$ cat src/sv/tphc_pkg.sv
// Shared types and constants for the transport pseudo-header checksum core.
`default_nettype none
package tphc_pkg;

   localparam int CSR_INDEX_WIDTH = 2;

   typedef enum logic [CSR_INDEX_WIDTH-1:0] {
      CSR_SOURCE_ADDRESS      = 2'd0,
      CSR_DESTINATION_ADDRESS = 2'd1,
      CSR_PROTOCOL_NUMBER     = 2'd2
   } csr_index_type;

   localparam logic [7:0]  UDP_PROTOCOL        = 8'd17;
   localparam logic [7:0]  TCP_PROTOCOL        = 8'd6;
   localparam logic [14:0] UDP_CHECKSUM_WORD   = 15'd3;
   localparam logic [14:0] TCP_CHECKSUM_WORD   = 15'd8;
   localparam logic [15:0] WORD_MASK           = 16'hffff;
   localparam logic [7:0]  PROTOCOL_RESET      = UDP_PROTOCOL;

   // segment totals handed from the accumulator to the pseudo-header stage
   typedef struct packed {
      logic [15:0] running_sum;
      logic [15:0] byte_count;
      logic        count_saturated;
   } segment_totals_type;

   typedef struct packed {
      logic [31:0] source_address;
      logic [31:0] destination_address;
      logic [7:0]  protocol_number;
   } pseudo_header_type;

endpackage
`default_nettype wire

$ cat src/sv/tphc_rsp_if.sv
// Checksum result channel interface.
`default_nettype none
interface tphc_rsp_if;
   logic        valid;
   logic        ready;
   logic [15:0] checksum_value;
   logic        length_overflow;

   modport source (output valid, output checksum_value, output length_overflow,
                   input ready);
   modport sink   (input valid, input checksum_value, input length_overflow,
                   output ready);
endinterface
`default_nettype wire

$ cat src/sv/tphc_fold.sv
// Pseudo-header addition, fold and inversion into the result register.
`default_nettype none
module tphc_fold import tphc_pkg::*; (
   input  wire logic               clock,
   input  wire logic               reset,
   input  wire logic               totals_valid,
   input  wire segment_totals_type totals,
   input  wire pseudo_header_type  header,
   output logic                    totals_ready,
   tphc_rsp_if.source              rsp_chan
);

   logic        out_valid_ff, out_valid_in;
   logic [15:0] checksum_ff, checksum_in;
   logic        overflow_ff, overflow_in;

   logic [18:0] total;
   logic [16:0] fold_a;
   logic [15:0] fold_b;
   logic        take;

   assign totals_ready = !out_valid_ff || rsp_chan.ready;
   assign take = totals_valid && totals_ready;

   // seven 16-bit terms fit in 19 bits; two folds bring it back to 16
   always_comb begin
      total = {3'd0, totals.running_sum}
            + {3'd0, header.source_address[31:16]}
            + {3'd0, header.source_address[15:0]}
            + {3'd0, header.destination_address[31:16]}
            + {3'd0, header.destination_address[15:0]}
            + {11'd0, header.protocol_number}
            + {3'd0, totals.byte_count};
      fold_a = {1'b0, total[15:0]} + {14'd0, total[18:16]};
      fold_b = fold_a[15:0] + {15'd0, fold_a[16]};
   end

   always_comb begin
      out_valid_in = out_valid_ff && !rsp_chan.ready;
      checksum_in  = checksum_ff;
      overflow_in  = overflow_ff;
      if (take) begin
         out_valid_in = 1'b1;
         checksum_in  = ~fold_b;
         overflow_in  = totals.count_saturated;
      end
   end

   always_ff @(posedge clock) begin
      if (reset)
         out_valid_ff <= 1'b0;
      else
         out_valid_ff <= out_valid_in;
   end

   always_ff @(posedge clock) begin
      checksum_ff <= checksum_in;
      overflow_ff <= overflow_in;
   end

   assign rsp_chan.valid           = out_valid_ff;
   assign rsp_chan.checksum_value  = checksum_ff;
   assign rsp_chan.length_overflow = overflow_ff;

endmodule
`default_nettype wire

$ cat src/flat_wrapper.sv
// flat-port wrapper written by rule: the top's interface ports become plain ports
module tphc_fold_flat import tphc_pkg::*;
  (clock, reset, totals_valid, totals, header, totals_ready, rsp_chan_valid, rsp_chan_checksum_value, rsp_chan_length_overflow, rsp_chan_ready);
  tphc_rsp_if rsp_chan_i ();
  input  wire logic clock;
  input  wire logic reset;
  input  wire logic totals_valid;
  input  wire segment_totals_type totals;
  input  wire pseudo_header_type header;
  output logic totals_ready;
  output wire logic [$bits(rsp_chan_i.valid)-1:0] rsp_chan_valid;
  output wire logic [$bits(rsp_chan_i.checksum_value)-1:0] rsp_chan_checksum_value;
  output wire logic [$bits(rsp_chan_i.length_overflow)-1:0] rsp_chan_length_overflow;
  input wire logic [$bits(rsp_chan_i.ready)-1:0] rsp_chan_ready;
  assign rsp_chan_valid = rsp_chan_i.valid;
  assign rsp_chan_checksum_value = rsp_chan_i.checksum_value;
  assign rsp_chan_length_overflow = rsp_chan_i.length_overflow;
  assign rsp_chan_i.ready = rsp_chan_ready;
  tphc_fold u_core (.clock(clock), .reset(reset), .totals_valid(totals_valid), .totals(totals), .header(header), .totals_ready(totals_ready), .rsp_chan(rsp_chan_i));
endmodule
$ cat config.mk
export PLATFORM = sky130hd
export DESIGN_NAME = tphc_fold_flat
export DESIGN_NICKNAME = d
export VERILOG_FILES = /design/src/sv/tphc_pkg.sv /design/src/sv/tphc_rsp_if.sv /design/src/sv/tphc_fold.sv /design/src/flat_wrapper.sv
export SDC_FILE = /design/constraint.sdc
export NUM_CORES = 1
export LEC_CHECK = 0
export ABC_CLOCK_PERIOD_IN_PS = 13350
export BUFFER_PORTS_ARGS = -buffer_cell sky130_fd_sc_hd__buf_4
export CAP_MARGIN = 25
export CELL_PAD_IN_SITES_DETAIL_PLACEMENT = 2
export CELL_PAD_IN_SITES_GLOBAL_PLACEMENT = 2
export CORE_ASPECT_RATIO = 1.25
export CORE_MARGIN = 2
export CORE_UTILIZATION = 32
export DETAILED_ROUTE_END_ITERATION = 10
export GPL_ROUTABILITY_DRIVEN = 0
export GPL_TIMING_DRIVEN = 1
export PLACE_DENSITY_LB_ADDON = 0.1
export SYNTH_ARGS = -nofsm -noshare
export SYNTH_HDL_FRONTEND = slang
export SYNTH_SLANG_ARGS = --single-unit
$ cat constraint.sdc
create_clock -name clock -period 13.35 [get_ports clock]
set_input_delay 2.67 -clock clock [delete_from_list [all_inputs] [get_ports clock]]
set_output_delay 2.67 -clock clock [all_outputs]
set_load 0.005 [all_outputs]
# [Word level (Yosys, flattened, before mapping)]
# Index checks and enable logic that the tools add are counted.
[classes] addsub=8 reduce_logical=5 bitwise_logic=1 mux=1
[ops] cell="adder 19 x 16 -> 19 bit" count=4
[ops] cell="adder 19 x 8 -> 19 bit" count=1
[ops] cell="adder 16 x 16 -> 17 bit" count=1
[ops] cell="adder 16 x 3 -> 17 bit" count=1
[ops] cell="adder 16 x 1 -> 16 bit" count=1
[ops] cell="NOT 16 bit" count=1
[ops] cell="logical AND 1 bit" count=2
[ops] cell="zero test 1 bit" count=2
[ops] cell="logical OR 1 bit" count=1
[ops] cell="2-to-1 mux 1 bit" count=1
[totals] in_bits=109 out_inout_bits=19 ff_bits=18

# [Depth between registers and ports, before layout]
[logic_depth] word_depth=9 depth_mapped=40

# [Worst setup path after synthesis]
# No wires, ideal clock.
[synth_timing] path_type="input port to flip-flop" startpoint="input totals[18] in the netlist's numbering" endpoint="register u_core.checksum_ff[11], in the netlist u_core.rsp_chan.checksum_value[11], data pin" cell_stages=33 slack_ns=2.444 t_arrival_ns=10.641 setup_time_ns=0.265 required_time_ns=13.085 path_cell_list="ha_1 > a21o_1 > a311o_1 > or3_1 > a31oi_1 > xnor2_1 > fa_1 > inv_1 > fa_1 > fa_1 > inv_1 > ha_1 > a2111oi_2 > o31a_1 > o21bai_1 > o311a_1 > nor3_1 > o21bai_1 > a21oi_1 > xor2_1 > fa_1 > nor2b_1 > o211a_1 > nand4_4 > or4_4 > nor3_1 > ha_1 > nand2b_1 > nor4b_1 > and3_1 > nand2_1 > a211oi_1 > xnor2_1"
[synth_between] elab_chain_cells=9
[synth_rtl] element="from (decl)" line="flat_wrapper.sv:8" text="input wire segment_totals_type totals;"
[synth_rtl] element="adder 16 x 16 -> 17 bit" line="tphc_fold.sv:28" text="+ {3'd0, header.source_address[31:16]}"
[synth_rtl] element="adder 19 x 16 -> 19 bit" line="tphc_fold.sv:29" text="+ {3'd0, header.source_address[15:0]}"
[synth_rtl] element="adder 19 x 16 -> 19 bit" line="tphc_fold.sv:30" text="+ {3'd0, header.destination_address[31:16]}"
[synth_rtl] element="adder 19 x 16 -> 19 bit" line="tphc_fold.sv:31" text="+ {3'd0, header.destination_address[15:0]}"
[synth_rtl] element="adder 19 x 8 -> 19 bit" line="tphc_fold.sv:32" text="+ {11'd0, header.protocol_number}"
[synth_rtl] element="adder 19 x 16 -> 19 bit" line="tphc_fold.sv:33" text="+ {3'd0, totals.byte_count};"
[synth_rtl] element="adder 16 x 3 -> 17 bit" line="tphc_fold.sv:34" text="fold_a = {1'b0, total[15:0]} + {14'd0, total[18:16]};"
[synth_rtl] element="adder 16 x 1 -> 16 bit" line="tphc_fold.sv:35" text="fold_b = fold_a[15:0] + {15'd0, fold_a[16]};"
[synth_rtl] element="NOT 16 bit" line="tphc_fold.sv:44" text="checksum_in = ~fold_b;"
[synth_rtl] element="to (signal assigned)" line="tphc_fold.sv:57" text="checksum_ff <= checksum_in;"
[synth_rtl] element="to (decl)" line="tphc_fold.sv:14" text="logic [15:0] checksum_ff, checksum_in;"
# No other way between the ends.
# A chain may end at the register's enable or synchronous reset.

# [Worst setup path in the final report]
[layout_timing] startpoint="input totals[17] in the netlist's numbering" endpoint="register u_core.checksum_ff[11], in the netlist u_core.rsp_chan.checksum_value[11], data pin"
# The elaborated chain is that of the path after synthesis.

==> qor.yml <==
outcome: "finished clean"
max_freq_ghz: 0.0842
fin_skew_ns: 0.00139
hold_depth: 2
ff2ff_setup_slack_ns: 11.92
dr.pass1.iters: 4
cp-end-kind: "register"
post_cts_buffers: 0
port_buffers: 127
die_w_um: 109
timing.final.crit_share_pct: 89.0
syn_avg_cell_area_um2: 9.39
setup_viol: 0
cp.required_ns: 13.33
startpoint: "totals[17]"
final_area_mm2: 0.00562
worst-endpoint-arrival_ns: 11.85
cts_buffers: 3
yosys_most_used_dff: "edfxtp_1"
yosysUniqueCellTypes: 65
synth_top_cell_by_area: "fa_1"
core_area_mm2: 0.0133
syn_nets: 680
area_growth_syn_to_layout_pct: 28.5
grt_setup_unrepaired: "false"
drt_wl_total_mm: 11.6
async_flop_share_pct: 0
maxSlewViolCount: 0
synth_edf_count: 17
die_area_mm2: 0.0146
grt_max_degree: 18
path_depth: 39
ys_warn_count: 0
grt_usage_pct: 17.1
cts_tree: "yes"
htree_levels: 1
fin_nets: 810
path_max_fanout: 6
via_count: 3792
criticalPathCategory: "in -> reg"
ctsResizeCount: 0
critPathMaxStageDelay_ns: 0.57
synthCells: 466
grt_pass1_vias: 4478
setup-tns-final_ns: 0
crit_buf_inv: 4
rr_worst_depth: 2
stdcell_count: 766
setup_ws_ns: 1.47
start_kind: "input port"
ys_seq_area_share_pct: 12.1
maxSlewHeadroom_pct: 45.8
ios: 128
grt_overflow: 0
slowest_stage: "or4_4"
start_util_pct: 32.9
dp_hpwl_mm: 10.8
ctsLongestPathBuffers: 2
drt_first_iter_violations: 57
vias_per_cell: 4.95
hold_viol_final: 0
ant_nets: 0
r2r-end: "u_core.rsp_chan.checksum_value[6]"
antenna_found_initial: 0
drive_above_1_share_pct: 26.7
tightestPinTransition_ns: 0.807
cpMostUsedCell: "fa_1"
period_needed_ns: 11.88
synth.most_common_cell: "inv_1"
syn-cell-area_mm2: 0.00438
place_ws_ns: 1.23
hp-start: "u_core.rsp_chan.valid"
worstReg2RegStart: "u_core.rsp_chan.valid"
route.detailed.drc: 0
placed_cells: 762
antenna_cells: 0
maxCapViolations: 0
grt_first_pass_wirelength_mm: 20.4
die_h_um: 135
min_path_type: "reg -> reg"
clk_latency_ns: 0.25
clkTransAtPathRegs_ns: 0.05
synth_commonest_cells: "111 x inv_1, 58 x fa_1, 47 x ha_1, 27 x a21oi_1, 26 x xnor2_1"
dpl_cell_area_mm2: 0.00554
synth-seq-cells: 18
holdBufCountCts: 0
cts_sinks: 18
cts-root-buf: "clkbuf_16"
wl_per_cell_um: 15.1
crit_family: "adder cells"
num_rows: 47
yosysTopAreaCellShare_pct: 26.5
holdPathEnd: "u_core.rsp_chan.valid"
synth_area_leaders: "fa_1 27%, ha_1 13%, edfxtp_1 12%, inv_1 9.5%, xnor2_1 5.2%"
## placed cells by master (no fill, tap or decap), types with 5 or more instances in the layout
master	count
ha_1	47
nor2_1	16
o21ai_0	13
fa_1	58
xnor2_1	26
inv_1	111
nand3_1	9
nand2_1	11
xor2_1	13
edfxtp_1	17
or2_2	6
and2_1	5
a21oi_1	27
nand2b_1	5
a31oi_1	5
o21bai_1	6
nor3_1	8
buf_4	127
## cell families (layout without fill, tap and decap cells)
kind of cell | count (synthesis) | in the layout | share of synthesized area (%)
and+or+nand+nor | 92 | 92 | 13.0
DFF | 18 | 18 | 12.1
xor gates and xnor gates | 42 | 42 | 8.92
adders and majority gates | 105 | 105 | 40.0
buffers and inverters | 113 | 242 | 9.72
AOI/OAI and AO/OA | 96 | 96 | 16.3
## metal layers
metal  track usage, %  wire, µm  up-vias
li1                 -         -     1816
met1             17.9      4180     1889
met2             37.1      7030       82
met3             1.21       353        5
met4             1.14        35        0
met5                0         0        -
## cell type report
class                           count  area, µm²
Clock buffer                        4       88.8
Tap cell                          171        214
Fill cell                        1495       7670
Sequential cell                    18        531
Inverter                          111        417
Multi-Input combinational cell    335       3420
Timing Repair Buffer              127        953
## worst reg2reg max path: cells and delay by family, from the launching register on
kind | cells | cell delay (ns)
simple gates | 2 | 0.75
flops | 1 | 0.31
## worst max path at each step
stage               slack, ns                            endpoint
floorplan                2.44  u_core.rsp_chan.checksum_value[11]
detailed placement       1.23  u_core.rsp_chan.checksum_value[11]
global placement         1.66  u_core.rsp_chan.checksum_value[15]
finish                   1.47  u_core.rsp_chan.checksum_value[11]
CTS                      1.45  u_core.rsp_chan.checksum_value[11]
global route             0.74  u_core.rsp_chan.checksum_value[11]
## flip-flops by register name, indices dropped and copies added, names as in the netlist
signal,count
u_core.rsp_chan.valid,1
u_core.rsp_chan.checksum_value,16
u_core.rsp_chan.length_overflow,1
## per-stage QoR
stage	util [%]	hold WS, ns
2_1_floorplan	-	0.522
3_3_place_gp	41.6	0.497
3_5_place_dp	41.6	0.541
4_1_cts	42.3	0.548
5_1_grt	42.3	0.570
6_report	42.3	0.534
Power is left out: the tool's default activity adds up to more than one toggle a clock period on the data nets, which glitch-free logic cannot reach.
