--- src/sv/tphc_pkg.sv ---
// Shared types and constants for the transport pseudo-header checksum core.
`default_nettype none
package tphc_pkg;

   localparam int CSR_INDEX_WIDTH = 2;

   typedef enum logic [CSR_INDEX_WIDTH-1:0] {
      CSR_SOURCE_ADDRESS      = 2'd0,
      CSR_DESTINATION_ADDRESS = 2'd1,
      CSR_PROTOCOL_NUMBER     = 2'd2
   } csr_index_type;

   localparam logic [7:0]  UDP_PROTOCOL        = 8'd17;
   localparam logic [7:0]  TCP_PROTOCOL        = 8'd6;
   localparam logic [14:0] UDP_CHECKSUM_WORD   = 15'd3;
   localparam logic [14:0] TCP_CHECKSUM_WORD   = 15'd8;
   localparam logic [15:0] WORD_MASK           = 16'hffff;
   localparam logic [7:0]  PROTOCOL_RESET      = UDP_PROTOCOL;

   // segment totals handed from the accumulator to the pseudo-header stage
   typedef struct packed {
      logic [15:0] running_sum;
      logic [15:0] byte_count;
      logic        count_saturated;
   } segment_totals_type;

   typedef struct packed {
      logic [31:0] source_address;
      logic [31:0] destination_address;
      logic [7:0]  protocol_number;
   } pseudo_header_type;

endpackage
`default_nettype wire

--- src/sv/tphc_req_if.sv ---
// Segment word channel interface.
`default_nettype none
interface tphc_req_if;
   logic        valid;
   logic        ready;
   logic [15:0] segment_word;
   logic        odd_byte;
   logic        last_word;

   modport source (output valid, output segment_word, output odd_byte, output last_word,
                   input ready);
   modport sink   (input valid, input segment_word, input odd_byte, input last_word,
                   output ready);
endinterface
`default_nettype wire

--- src/sv/tphc_accum.sv ---
// Running one's-complement sum and byte count over a segment.
`default_nettype none
module tphc_accum import tphc_pkg::*; (
   input  wire logic         clock,
   input  wire logic         reset,
   tphc_req_if.sink          req_chan,
   input  wire logic [7:0]   protocol_number,
   input  wire logic         totals_ready,
   output logic              totals_valid,
   output segment_totals_type totals
);

   logic [15:0]        sum_ff, sum_in;
   logic [15:0]        count_ff, count_in;
   logic               sat_ff, sat_in;
   logic               hold_ff, hold_in;
   segment_totals_type totals_ff, totals_in;

   logic        accept;
   logic        is_check;
   logic [15:0] word;
   logic [16:0] sum_wide;
   logic [15:0] sum_next;
   logic [16:0] count_wide;
   logic [15:0] count_next;
   logic        sat_next;

   assign req_chan.ready = !hold_ff || totals_ready;
   assign accept = req_chan.valid && req_chan.ready;

   always_comb begin
      is_check = 1'b0;
      if (!sat_ff) begin
         if (protocol_number == UDP_PROTOCOL && count_ff[15:1] == UDP_CHECKSUM_WORD)
            is_check = 1'b1;
         if (protocol_number == TCP_PROTOCOL && count_ff[15:1] == TCP_CHECKSUM_WORD)
            is_check = 1'b1;
      end
      word = req_chan.odd_byte ? {req_chan.segment_word[15:8], 8'h00}
                               : req_chan.segment_word;
      if (is_check)
         word = '0;
      // end-around carry
      sum_wide   = {1'b0, sum_ff} + {1'b0, word};
      sum_next   = sum_wide[15:0] + {15'd0, sum_wide[16]};
      count_wide = {1'b0, count_ff} + (req_chan.odd_byte ? 17'd1 : 17'd2);
      count_next = count_wide[16] ? WORD_MASK : count_wide[15:0];
      sat_next   = sat_ff || count_wide[16];
   end

   always_comb begin
      sum_in    = sum_ff;
      count_in  = count_ff;
      sat_in    = sat_ff;
      hold_in   = hold_ff && !totals_ready;
      totals_in = totals_ff;
      if (accept) begin
         if (req_chan.last_word) begin
            // hand off totals, clear for the next segment
            totals_in.running_sum     = sum_next;
            totals_in.byte_count      = count_next;
            totals_in.count_saturated = sat_next;
            hold_in  = 1'b1;
            sum_in   = '0;
            count_in = '0;
            sat_in   = 1'b0;
         end else begin
            sum_in   = sum_next;
            count_in = count_next;
            sat_in   = sat_next;
         end
      end
   end

   always_ff @(posedge clock) begin
      if (reset) begin
         sum_ff   <= '0;
         count_ff <= '0;
         sat_ff   <= 1'b0;
         hold_ff  <= 1'b0;
      end else begin
         sum_ff   <= sum_in;
         count_ff <= count_in;
         sat_ff   <= sat_in;
         hold_ff  <= hold_in;
      end
   end

   always_ff @(posedge clock) begin
      totals_ff <= totals_in;
   end

   assign totals_valid = hold_ff;
   assign totals       = totals_ff;

endmodule
`default_nettype wire

--- src/flat_wrapper.sv ---
// flat-port wrapper written by rule: the top's interface ports become plain ports
module tphc_accum_flat import tphc_pkg::*;
  (clock, reset, protocol_number, totals_ready, totals_valid, totals, req_chan_valid, req_chan_segment_word, req_chan_odd_byte, req_chan_last_word, req_chan_ready);
  tphc_req_if req_chan_i ();
  input  wire logic clock;
  input  wire logic reset;
  input  wire logic [7:0] protocol_number;
  input  wire logic totals_ready;
  output logic totals_valid;
  output segment_totals_type totals;
  input wire logic [$bits(req_chan_i.valid)-1:0] req_chan_valid;
  input wire logic [$bits(req_chan_i.segment_word)-1:0] req_chan_segment_word;
  input wire logic [$bits(req_chan_i.odd_byte)-1:0] req_chan_odd_byte;
  input wire logic [$bits(req_chan_i.last_word)-1:0] req_chan_last_word;
  output wire logic [$bits(req_chan_i.ready)-1:0] req_chan_ready;
  assign req_chan_i.valid = req_chan_valid;
  assign req_chan_i.segment_word = req_chan_segment_word;
  assign req_chan_i.odd_byte = req_chan_odd_byte;
  assign req_chan_i.last_word = req_chan_last_word;
  assign req_chan_ready = req_chan_i.ready;
  tphc_accum u_core (.clock(clock), .reset(reset), .req_chan(req_chan_i), .protocol_number(protocol_number), .totals_ready(totals_ready), .totals_valid(totals_valid), .totals(totals));
endmodule
--- config.mk ---
export PLATFORM = sky130hd
export DESIGN_NAME = tphc_accum_flat
export DESIGN_NICKNAME = d
export VERILOG_FILES = /design/src/sv/tphc_pkg.sv /design/src/sv/tphc_req_if.sv /design/src/sv/tphc_accum.sv /design/src/flat_wrapper.sv
export SDC_FILE = /design/constraint.sdc
export NUM_CORES = 1
export LEC_CHECK = 0
export BUFFER_PORTS_ARGS = -buffer_cell sky130_fd_sc_hd__clkbuf_2
export CAP_MARGIN = 10
export CORE_ASPECT_RATIO = 1.2
export CORE_UTILIZATION = 45
export CTS_BUF_LIST = sky130_fd_sc_hd__clkbuf_16
export DETAILED_ROUTE_END_ITERATION = 10
export PLACE_DENSITY = 0.66
export SLEW_MARGIN = 25
export SYNTH_ARGS = -nofsm -noshare
export SYNTH_HDL_FRONTEND = slang
export SYNTH_SLANG_ARGS = --single-unit
--- constraint.sdc ---
create_clock -name clock -period 6.11 [get_ports clock]
set_input_delay 0.611 -clock clock [delete_from_list [all_inputs] [get_ports clock]]
set_output_delay 0.611 -clock clock [all_outputs]
set_load 0.01 [all_outputs]
; ---- Word level (Yosys, flattened, before mapping)
; Index checks and enable logic that the tools add are counted.
[word_totals]
regBits = 67
out_inout_bits = 35
word_cells = 35
in_bits = 30
[classes]
addsub = 3
n_eq_ne = 4
n_reduce_logical = 9
muxes = 12
[op_table]
columns = cell, n
row1 = 16-bit 2-to-1 mux, 4
row2 = 16-bit by 16-bit adder with 17-bit output, 1
row3 = 16-bit by 17-bit adder with 17-bit output, 1
row4 = 16-bit by 1-bit adder with 16-bit output, 1
row5 = "15-bit by 2-bit == test with 1-bit output, second input constant", 1
row6 = "15-bit by 4-bit == test with 1-bit output, second input constant", 1
row7 = "8-bit by 3-bit == test with 1-bit output, second input constant", 1
row8 = "8-bit by 5-bit == test with 1-bit output, second input constant", 1
row9 = 8-bit 2-to-1 mux, 1
row10 = 1-bit 2-to-1 mux, 6
row11 = 1-bit logical AND, 4
row12 = 1-bit zero test, 2
row13 = 1-bit logical OR, 2
row14 = 2-bit 2-to-1 mux, 1
row15 = 2-bit AND reduction, 1

; ---- Logic depth before layout (Yosys ltp)
; Gate-level depths: netlist of run 1.
[logic_depth]
ltp_word = 9
depth_mapped = 26

; ---- Worst setup path after synthesis of run 1
; Ideal clock, no wire load.
[synth_path]
path_kind = reg-to-reg
start = register u_core.count_ff[8]
end = register u_core.sum_ff[14]
path_buffers = 2
synth_period_minus_slack_ns = 5.327
t_arrival_ns = 5.205
stages_incl_launch_ff = 25
slack_ns = 0.783
setup_time_ns = 0.122
path_cell_list = dfxtp_1 > clkbuf_1 > or4_1 > or4_1 > a21oi_1 > nor2_1 > and2_1 > ha_1 > buf_4 > and3_1 > a221oi_2 > nor4_1 > o31ai_1 > nand2b_1 > nand2_1 > a21boi_0 > o21ai_0 > nand2b_1 > ha_1 > ha_1 > nand2_1 > a2111oi_4 > or4b_4 > and3b_1 > a311o_1
[synth_via]
elab_chain_len = 9
elab_cells_between_ends = 11
classes_between = add/sub (2) / eq/ne (2) / mux (5) / reduce/logical (2)
[synth_lines]
columns = item, line
row1 = "start, declared", tphc_accum.sv:14  ; logic [15:0] count_ff, count_in;
row2 = "start signal, assigned", tphc_accum.sv:83  ; count_ff <= count_in;
row3 = 15-bit by 2-bit == test with 1-bit output, tphc_accum.sv:34  ; if (protocol_number == UDP_PROTOCOL && count_ff[15:1] == UDP_CHECKSUM_WORD)
row4 = 1-bit logical AND, tphc_accum.sv:34
row5 = 1-bit 2-to-1 mux, tphc_accum.sv:34
row6 = 1-bit 2-to-1 mux (*), tphc_accum.sv:36  ; if (protocol_number == TCP_PROTOCOL && count_ff[15:1] == TCP_CHECKSUM_WORD)
row7 = 1-bit 2-to-1 mux (*), tphc_accum.sv:33  ; if (!sat_ff) begin
row8 = 16-bit 2-to-1 mux (*), tphc_accum.sv:41  ; if (is_check)
row9 = 16-bit by 16-bit adder with 17-bit output (*), tphc_accum.sv:44  ; sum_wide = {1'b0, sum_ff} + {1'b0, word};
row10 = 16-bit by 1-bit adder with 16-bit output (*), tphc_accum.sv:45  ; sum_next = sum_wide[15:0] + {15'd0, sum_wide[16]};
row11 = 16-bit 2-to-1 mux (*), tphc_accum.sv:58  ; if (req_chan.last_word) begin
row12 = "end signal, assigned", tphc_accum.sv:82  ; sum_ff <= sum_in;
row13 = "end, declared", tphc_accum.sv:13  ; logic [15:0] sum_ff, sum_in;
; Mark *: on every way between the ends. The rest lies on a longest branch, timed or not.
; A chain may end at the register's enable or synchronous reset.

; ---- Worst setup path after layout of run 1
[layout_path]
start = register u_core.count_ff[7]
end = register u_core.sum_ff[14]
; Same word-level chain as after synthesis.

==> flow_metrics.env, run 1 <==
export IMPL_maxCapViolCount=0
export IMPL_cp_slowest_cell="or4b_4"
export IMPL_yosys_area_top_type_share_pct=24.7
export IMPL_clock_skew_ns=0.00721
export IMPL_ys_types=65
export IMPL_met3WireLength_um=312
export IMPL_fmax_mhz=179
export IMPL_globalplace_congestion=0.864
export IMPL_cts_root_buf="clkbuf_16"
export IMPL_seq_area_frac_synth_pct=41.7
export IMPL_startpoint_type="register"
export IMPL_die_w_um=88.1
export IMPL_dp_slack_ns=0.306
export IMPL_arrival_ns=5.80
export IMPL_ys_ff_latch=67
export IMPL_initial_core_util_pct=46.5
export IMPL_synth_area_top_cells="edfxtp_1 25%, dfxtp_1 17%, ha_1 6.6%"
export IMPL_vdd_drop_max_mv=0.140
export IMPL_grt_total_usage_pct=20.6
export IMPL_wl_met2_um=4610
export IMPL_antenna_found_initial=0
export IMPL_crit_required_ns=6.32
export IMPL_vias=3310
export IMPL_cp_cell_sequence="or4_1 -> or4_1 -> a21oi_1 -> nor2_1 -> and2_1 -> ha_1 -> and3_1 -> a221oi_2 -> nor4_2 -> o31ai_1 -> nand2b_1 -> nand2_1 -> a21boi_0 -> o21ai_0 -> nand2b_1 -> ha_1 -> ha_1 -> nand2_1 -> a2111oi_4 -> or4b_4 -> and3b_1 -> a311o_1"
export IMPL_synthCells=425
export IMPL_cts_path_max_buffers=2
export IMPL_period_share_pct=91.4
export IMPL_synth_edf_count=33
export IMPL_r2r_setup_slack_ns=0.53
export IMPL_grt_pass1_wl_um=14700
export IMPL_min_from="u_core.sum_ff[0]"
export IMPL_gr_total_overflow=0
export IMPL_drtIter0Drc=135
export IMPL_vias_per_cell=5.54
export IMPL_layout_drive_gt1_share_pct=20.2
export IMPL_synth_nets=478
export IMPL_grt_start_max_net_pins=39
export IMPL_n_antenna_cell=0
export IMPL_die_height_um=105
export IMPL_rsz0062_at_grt="false"
export IMPL_htreeDepth=3
export IMPL_final_hold_viol_count=0
export IMPL_power_density_mw_per_mm2=261
export IMPL_nets=528
export IMPL_cts_post_setup_buffers_inserted=0
export IMPL_crit_type="register to register"
export IMPL_place_hpwl_um=6510
export IMPL_finalPower_w=0.00124
export IMPL_core_area_sq_mm=0.00861
export IMPL_slew_viol_final=0
export IMPL_tritoncts="yes"
export IMPL_timing_rr_start="u_core.count_ff[7]"
export IMPL_status="finished clean"
export IMPL_wl_per_cell_um=15.1
export IMPL_ys_flop_type="dfxtp_1"
export IMPL_row_count=37
export IMPL_synth_warnings=0
export IMPL_end_kind="register"
export IMPL_detail_route_antenna_nets=0
export IMPL_path_delay_family="simple AND/OR/NAND/NOR gates"
export IMPL_path_buf_inv=0
export IMPL_first_global_vias=3104
export IMPL_setup_viol=0
export IMPL_final_common_cell="clkbuf_2"
export IMPL_synth_avg_cell_area_sq_um=9.43
export IMPL_met1_length_um=4000
export IMPL_drcViolationCount=0
export IMPL_clk_latency_ns=0.33
export IMPL_cpMostUsedCell="ha_1"
export IMPL_dr_max_layer_used="met4"
export IMPL_syn_area_sq_mm=0.00401
export IMPL_worst_slew_pin_slew_ns=1.05
export IMPL_dieArea_sq_mm=0.00929
export IMPL_startpoint="u_core.count_ff[7]"
export IMPL_holdBufCountCts=0
export IMPL_wl_um=9020
export IMPL_p_leak_nw=2.00
export IMPL_most_common_layout_cells="64 x clkbuf_2, 45 x nor2_1, 34 x dfxtp_1, 33 x edfxtp_1, 30 x nand2_1"
export IMPL_cts_resized_gates=0
export IMPL_clkTransAtPathRegs_ns=0.05
export IMPL_io_pins=65
export IMPL_min_path_type="register to register"
export IMPL_period_needed_ns=5.58
export IMPL_dr_pass1_iters=5
export IMPL_cts_sinks=67
export IMPL_async_flop_share_pct=0
export IMPL_fin_setup_tns_ns=0
export IMPL_io_buffer_count=64
export IMPL_synth_top_cell_by_area="edfxtp_1"
export IMPL_worstPathMaxFanout=11
export IMPL_maxSlewHeadroom_pct=30.1
export IMPL_cpPeakStageDelay_ns=0.52
export IMPL_area_growth_pct=18.0
export IMPL_numCtsBuffers=9
export IMPL_setup_slack_ns=0.528
## state kept, by name, indices dropped and copies added (netlist names)
register             count
u_core.sat_ff            1
u_core.sum_ff           16
u_core.count_ff         16
u_core.totals           33
u_core.totals_valid      1
## logic make-up after synthesis
group	share of synthesized area, %
AO/OA/AOI/OAI	17.2
XOR/XNOR	7.21
adder cells (fa/ha/maj)	7.56
buffers and inverters	3.37
flip-flops	41.7
multiplexers	0.562
AND/OR/NAND/NOR	22.3
## layer usage
| layer | GRT usage (%) | up-vias |
|---|---|---|
| li1 | - | 1654 |
| met1 | 25.5 | 1558 |
| met2 | 35.2 | 87 |
| met3 | 4.15 | 11 |
| met4 | 7.37 | 0 |
| met5 | 0 | - |
## cells in the mapped netlist (2+ instances only)
cell type / n
a211o_1: 2
a21o_1: 11
a21oi_1: 19
a22oi_1: 20
a311oi_1: 2
a31oi_1: 6
a32o_1: 2
and2_1: 12
and3_1: 7
buf_1: 2
clkbuf_1: 25
dfxtp_1: 34
edfxtp_1: 33
fa_1: 2
ha_1: 21
inv_1: 7
nand2_1: 30
nand2b_1: 8
nand3_1: 21
nand3b_1: 2
nand4_1: 5
nor2_1: 46
nor2b_1: 11
nor3_1: 11
nor4_1: 3
nor4bb_1: 2
o21ai_0: 4
o22ai_1: 4
o31ai_1: 2
or3_1: 3
or4_1: 3
xnor2_1: 21
xor2_1: 12
## per-stage QoR
stage          util (%)  cell area [sq um]  std cells  hold WS [ns]
2_1_floorplan         -               4010        425         0.436
3_3_place_gp       51.0               4390        581         0.446
3_5_place_dp       51.0               4390        581         0.455
4_1_cts            54.8               4720        597         0.464
5_1_grt            54.9               4730        597         0.501
6_report           54.9               4730        597         0.467
## cell type report
type | count | area [sq um]
Clock inverter | 7 | 108
Inverter | 7 | 26.3
Sequential cell | 67 | 1670
Tap cell | 117 | 146
Multi-Input combinational cell | 323 | 2210
Timing Repair Buffer | 67 | 343
Fill cell | 805 | 3880
Clock buffer | 9 | 225
## path summary, 6_finish.rpt
kind / to / depth (start not counted)
worst max-delay path: u_core.sum_ff[14] / 22
worst min-delay path: u_core.sum_ff[0] / 2
worst max register to register: u_core.sum_ff[14] / 22
worst min register to register: u_core.sum_ff[0] / 2
## where the power goes
group	switching [W]	internal [W]	total, W
clock	0.000180	0.000394	0.000574
combinational	0.0000983	0.0000634	0.000162
sequential	0.00000783	0.000493	0.000501
total	0.000286	0.000950	0.00124
## worst register-to-register path: stages (launching register included)
cell	delay (ns)
dfxtp_1	0.40
or4_1	0.49
or4_1	0.49
a21oi_1	0.20
nor2_1	0.16
and2_1	0.19
ha_1	0.43
and3_1	0.21
a221oi_2	0.09
nor4_2	0.36
o31ai_1	0.17
nand2b_1	0.10
nand2_1	0.05
a21boi_0	0.18
o21ai_0	0.10
nand2b_1	0.11
ha_1	0.21
ha_1	0.17
nand2_1	0.10
a2111oi_4	0.26
or4b_4	0.53
and3b_1	0.18
a311o_1	0.31
No activity file was read; power rests on OpenSTA's default activity.
==> run 2, diff against run 1 <==
--- a/config.mk
+++ b/config.mk
@@ -9,7 +9,6 @@
 export CAP_MARGIN = 10
 export CORE_ASPECT_RATIO = 1.2
 export CORE_UTILIZATION = 45
-export CTS_BUF_LIST = sky130_fd_sc_hd__clkbuf_16
 export DETAILED_ROUTE_END_ITERATION = 10
 export PLACE_DENSITY = 0.66
 export SLEW_MARGIN = 25
==> flow_metrics.env, run 2 (same netlist as run 1, synthesis figures left out) <==
export IMPL_status="finished clean"
export IMPL_htreeDepth=3
export IMPL_p_leak_nw=1.96
export IMPL_grt_start_max_net_pins=39
export IMPL_clock_skew_ns=0.0103
export IMPL_crit_required_ns=6.35
export IMPL_maxSlewHeadroom_pct=31.2
export IMPL_tritoncts="yes"
export IMPL_rsz0062_at_grt="false"
export IMPL_period_needed_ns=5.60
export IMPL_gr_total_overflow=0
export IMPL_io_pins=65
export IMPL_drcViolationCount=0
export IMPL_setup_slack_ns=0.514
export IMPL_worstPathMaxFanout=11
export IMPL_power_density_mw_per_mm2=239
export IMPL_path_delay_family="simple AND/OR/NAND/NOR gates"
export IMPL_fillers=816
export IMPL_initial_core_util_pct=46.5
export IMPL_detail_route_antenna_nets=0
export IMPL_cts_path_max_buffers=2
export IMPL_clkTransAtPathRegs_ns=0.07
export IMPL_layout_drive_gt1_share_pct=20.4
export IMPL_n_antenna_cell=0
export IMPL_place_hpwl_um=6510
export IMPL_fin_setup_tns_ns=0
export IMPL_vias_per_cell=5.52
export IMPL_vias=3295
export IMPL_grt_total_usage_pct=20.6
export IMPL_first_global_vias=3070
export IMPL_end_kind="register"
export IMPL_cp_cell_sequence="or4_1 -> or4_1 -> a21oi_1 -> nor2_1 -> and2_1 -> ha_1 -> and3_1 -> a221oi_2 -> nor4_2 -> o31ai_1 -> nand2b_1 -> nand2_1 -> a21boi_0 -> o21ai_0 -> nand2b_1 -> ha_1 -> ha_1 -> nand2_1 -> a2111oi_4 -> or4b_4 -> and3b_1 -> a311o_1"
export IMPL_crit_type="register to register"
export IMPL_final_common_cell="clkbuf_2"
export IMPL_die_w_um=88.1
export IMPL_path_buf_inv=0
export IMPL_io_buffer_count=64
export IMPL_globalplace_congestion=0.864
export IMPL_worst_slew_pin_slew_ns=1.03
export IMPL_min_path_type="register to register"
export IMPL_cpPeakStageDelay_ns=0.53
export IMPL_cts_sinks=67
export IMPL_dr_pass1_iters=4
export IMPL_cts_root_buf="clkbuf_8"
export IMPL_die_height_um=105
export IMPL_arrival_ns=5.84
export IMPL_final_hold_viol_count=0
export IMPL_dp_slack_ns=0.306
export IMPL_grt_pass1_wl_um=14600
export IMPL_antenna_found_initial=0
export IMPL_whs_ns=0.472
export IMPL_drtIter0Drc=166
export IMPL_cpMostUsedCell="ha_1"
export IMPL_numCtsBuffers=9
export IMPL_wl_um=8980
export IMPL_slew_viol_final=0
export IMPL_largest_reg_flops=33
export IMPL_row_count=37
export IMPL_cp_slowest_cell="or4b_4"
export IMPL_clk_latency_ns=0.35
export IMPL_vdd_drop_max_mv=0.0938
export IMPL_fmax_mhz=179
export IMPL_dieArea_sq_mm=0.00929
export IMPL_setup_viol=0
export IMPL_area_growth_pct=15.7
export IMPL_period_share_pct=91.6
export IMPL_startpoint_type="register"
export IMPL_core_area_sq_mm=0.00861
export IMPL_maxCapViolCount=0
export IMPL_most_common_layout_cells="64 x clkbuf_2, 45 x nor2_1, 34 x dfxtp_1, 33 x edfxtp_1, 30 x nand2_1"
export IMPL_nets=528
export IMPL_wl_per_cell_um=15.0
[run 2: worst paths after layout]
kind | from | endpoint | slack [ns] | cells after the start
worst max-delay path | u_core.count_ff[7] | u_core.sum_ff[14] | 0.51 | 22
worst min register to register | u_core.sum_ff[0] | u_core.sum_ff[0] | 0.47 | 2
worst max register to register | u_core.count_ff[7] | u_core.sum_ff[14] | 0.51 | 22
worst min-delay path | u_core.sum_ff[0] | u_core.sum_ff[0] | 0.47 | 2
[run 2: power breakdown]
group	internal, W	switching (W)
clock	0.000281	0.000167
sequential	0.000492	0.00000770
combinational	0.0000634	0.0000978
total	0.000836	0.000272
[run 2: final cells by class]
cell class	instances	area, sq um	area share, %
timing repair buffer	67	343	7.39
clock inverter	5	100	2.16
multi-input combinational	323	2210	47.6
tap	117	146	3.16
clock buffer	11	141	3.05
sequential	67	1670	36.0
inverter	7	26.3	0.567
[run 2: stage by stage]
step           power, W  util [%]  cells  area [sq um]
2_1_floorplan  0.000621         -    425          4010
3_3_place_gp   0.000667      51.0    581          4390
3_5_place_dp   0.000670      51.0    581          4390
4_1_cts         0.00112      53.8    597          4630
5_1_grt         0.00115      53.9    597          4640
6_report        0.00111      53.9    597          4640
[run 2: tightest hold or removal path, cell delays in order, from the launching register on]
cell     delay [ns]
dfxtp_1        0.32
nand2_1        0.05
a21oi_1        0.05
[run 2: what timing repair did]
item	in CTS	in global routing
setup endpoints to repair	0	5
setup buffers	0	0
hold endpoints to repair	0	0
hold buffers	0	0
gates resized for setup	0	1
[run 2: routing by layer]
metal	vias to the layer above	part of all wire (%)	global-route usage, %
met5	-	0	0
met4	0	1.7	7.37
met3	11	3.7	3.84
met2	80	50	35.2
met1	1552	44	25.4
li1	1652	-	-
==> run 3, diff against run 2 <==
--- a/config.mk
+++ b/config.mk
@@ -7,7 +7,7 @@
 export LEC_CHECK = 0
 export BUFFER_PORTS_ARGS = -buffer_cell sky130_fd_sc_hd__clkbuf_2
 export CAP_MARGIN = 10
-export CORE_ASPECT_RATIO = 1.2
+export CORE_ASPECT_RATIO = 1.25
 export CORE_UTILIZATION = 45
 export DETAILED_ROUTE_END_ITERATION = 10
 export PLACE_DENSITY = 0.66
==> flow_metrics.env, run 3 (same netlist as run 1, synthesis figures left out) <==
export IMPL_area_growth_pct=16.2
export IMPL_period_share_pct=91.5
export IMPL_globalplace_congestion=0.889
export IMPL_cts_path_max_buffers=2
export IMPL_multi_input_area_sq_mm=0.00220
export IMPL_worst_slew_pin_slew_ns=1.01
export IMPL_startpoint_type="register"
export IMPL_end_kind="register"
export IMPL_final_common_cell="clkbuf_2"
export IMPL_arrival_ns=5.83
export IMPL_numCtsBuffers=9
export IMPL_grt_total_usage_pct=21.0
export IMPL_slew_viol_final=0
export IMPL_holdBufCountCts=0
export IMPL_cts_sinks=67
export IMPL_worstPathMaxFanout=11
export IMPL_cts_resized_gates=0
export IMPL_maxSlewHeadroom_pct=32.7
export IMPL_die_w_um=86.4
export IMPL_grt_pass1_wl_um=15000
export IMPL_vdd_drop_max_mv=0.0988
export IMPL_die_height_um=107
export IMPL_status="finished clean"
export IMPL_io_pins=65
export IMPL_antenna_found_initial=0
export IMPL_min_path_type="register to register"
export IMPL_cts_root_buf="clkbuf_8"
export IMPL_tritoncts="yes"
export IMPL_p_leak_nw=1.96
export IMPL_detail_route_antenna_nets=0
export IMPL_cts_post_setup_buffers_inserted=0
export IMPL_htreeDepth=3
export IMPL_final_hold_viol_count=0
export IMPL_largest_reg_flops=33
export IMPL_clock_skew_ns=0.00951
export IMPL_io_buffer_count=64
export IMPL_vias=3289
export IMPL_crit_type="register to register"
export IMPL_timing_rr_start="u_core.count_ff[7]"
export IMPL_maxCapViolCount=0
export IMPL_place_hpwl_um=6690
export IMPL_startpoint="u_core.count_ff[7]"
export IMPL_wl_per_cell_um=15.2
export IMPL_setup_viol=0
export IMPL_crit_required_ns=6.35
export IMPL_nets=528
export IMPL_grt_start_max_net_pins=39
export IMPL_vias_per_cell=5.48
export IMPL_drtIter0Drc=117
export IMPL_fin_setup_tns_ns=0
export IMPL_seq_area_sq_mm=0.00167
export IMPL_finalPower_w=0.00115
export IMPL_most_common_layout_cells="64 x clkbuf_2, 45 x nor2_1, 34 x dfxtp_1, 33 x edfxtp_1, 30 x nand2_1"
export IMPL_period_needed_ns=5.59
export IMPL_first_global_vias=3154
export IMPL_min_from="u_core.sum_ff[0]"
export IMPL_n_antenna_cell=0
export IMPL_clk_latency_ns=0.35
export IMPL_dr_pass1_iters=4
export IMPL_fillers=811
export IMPL_power_density_mw_per_mm2=247
export IMPL_clkTransAtPathRegs_ns=0.07
export IMPL_rsz0062_at_grt="false"
export IMPL_drcViolationCount=0
export IMPL_core_area_sq_mm=0.00865
export IMPL_dieArea_sq_mm=0.00929
export IMPL_gr_total_overflow=0
export IMPL_row_count=38
export IMPL_initial_core_util_pct=46.3
export IMPL_fmax_mhz=179
export IMPL_wl_um=9140
export IMPL_layout_drive_gt1_share_pct=20.4
run 3: changes by cell type in the layout (fill, tap and decap cells not counted):
cell        change
clkinvlp_4      +2
bufinv_16       +1
clkbuf_1        -1
clkbuf_8        -1
clkinv_2        -1
nor4_1          +1
nor4_2          -1
run 3: through the flow:
stage | hold slack, ns | setup WS, ns | area [sq um] | cells | util (%)
4_1_cts | 0.470 | 0.485 | 4660 | 600 | 53.8
3_5_place_dp | 0.461 | 0.409 | 4390 | 584 | 50.8
5_1_grt | 0.523 | 0.0911 | 4660 | 600 | 53.8
3_3_place_gp | 0.450 | 0.537 | 4390 | 584 | 50.8
6_report | 0.468 | 0.520 | 4660 | 600 | 53.8
2_1_floorplan | 0.436 | 0.783 | 4010 | 425 | -
run 3: layout make-up:
| class | instances | share of cell area [%] |
|---|---|---|
| Tap cell | 120 | 3.22 |
| Clock buffer | 9 | 2.66 |
| Multi-Input combinational cell | 323 | 47.3 |
| Sequential cell | 67 | 35.9 |
| Inverter | 7 | 0.564 |
| Clock inverter | 7 | 3.01 |
| Timing Repair Buffer | 67 | 7.36 |
run 3: critical path, cell delays in order, from the launching register on:
cell,delay (ns)
dfxtp_1,0.41
or4_1,0.48
or4_1,0.49
a21oi_1,0.19
nor2_1,0.14
and2_1,0.18
ha_1,0.43
and3_1,0.21
a221oi_2,0.08
nor4_1,0.42
o31ai_1,0.18
nand2b_1,0.10
nand2_1,0.05
a21boi_0,0.16
o21ai_0,0.10
nand2b_1,0.10
ha_1,0.22
ha_1,0.17
nand2_1,0.10
a2111oi_4,0.25
or4b_4,0.52
and3b_1,0.18
a311o_1,0.30
run 3: worst paths after layout:
path	endpoint	cells past startpoint	slack (ns)
min reg2reg	u_core.sum_ff[0]	2	0.47
min	u_core.sum_ff[0]	2	0.47
max	u_core.sum_ff[14]	22	0.52
max reg2reg	u_core.sum_ff[14]	22	0.52
run 3: where the power goes:
group	switching (W)	internal, W	leakage, nW
Clock	0.000178	0.000311	0.125
Combinational	0.0000981	0.0000634	1.25
Sequential	0.00000762	0.000492	0.581
run 3: layer usage:
| metal | up-vias | share of wire [%] | GRT usage, % |
|---|---|---|---|
| li1 | 1646 | - | - |
| met1 | 1520 | 44 | 25.2 |
| met2 | 104 | 49 | 36.0 |
| met3 | 19 | 4.1 | 3.45 |
| met4 | 0 | 2.6 | 10.7 |
| met5 | - | 0 | 0 |
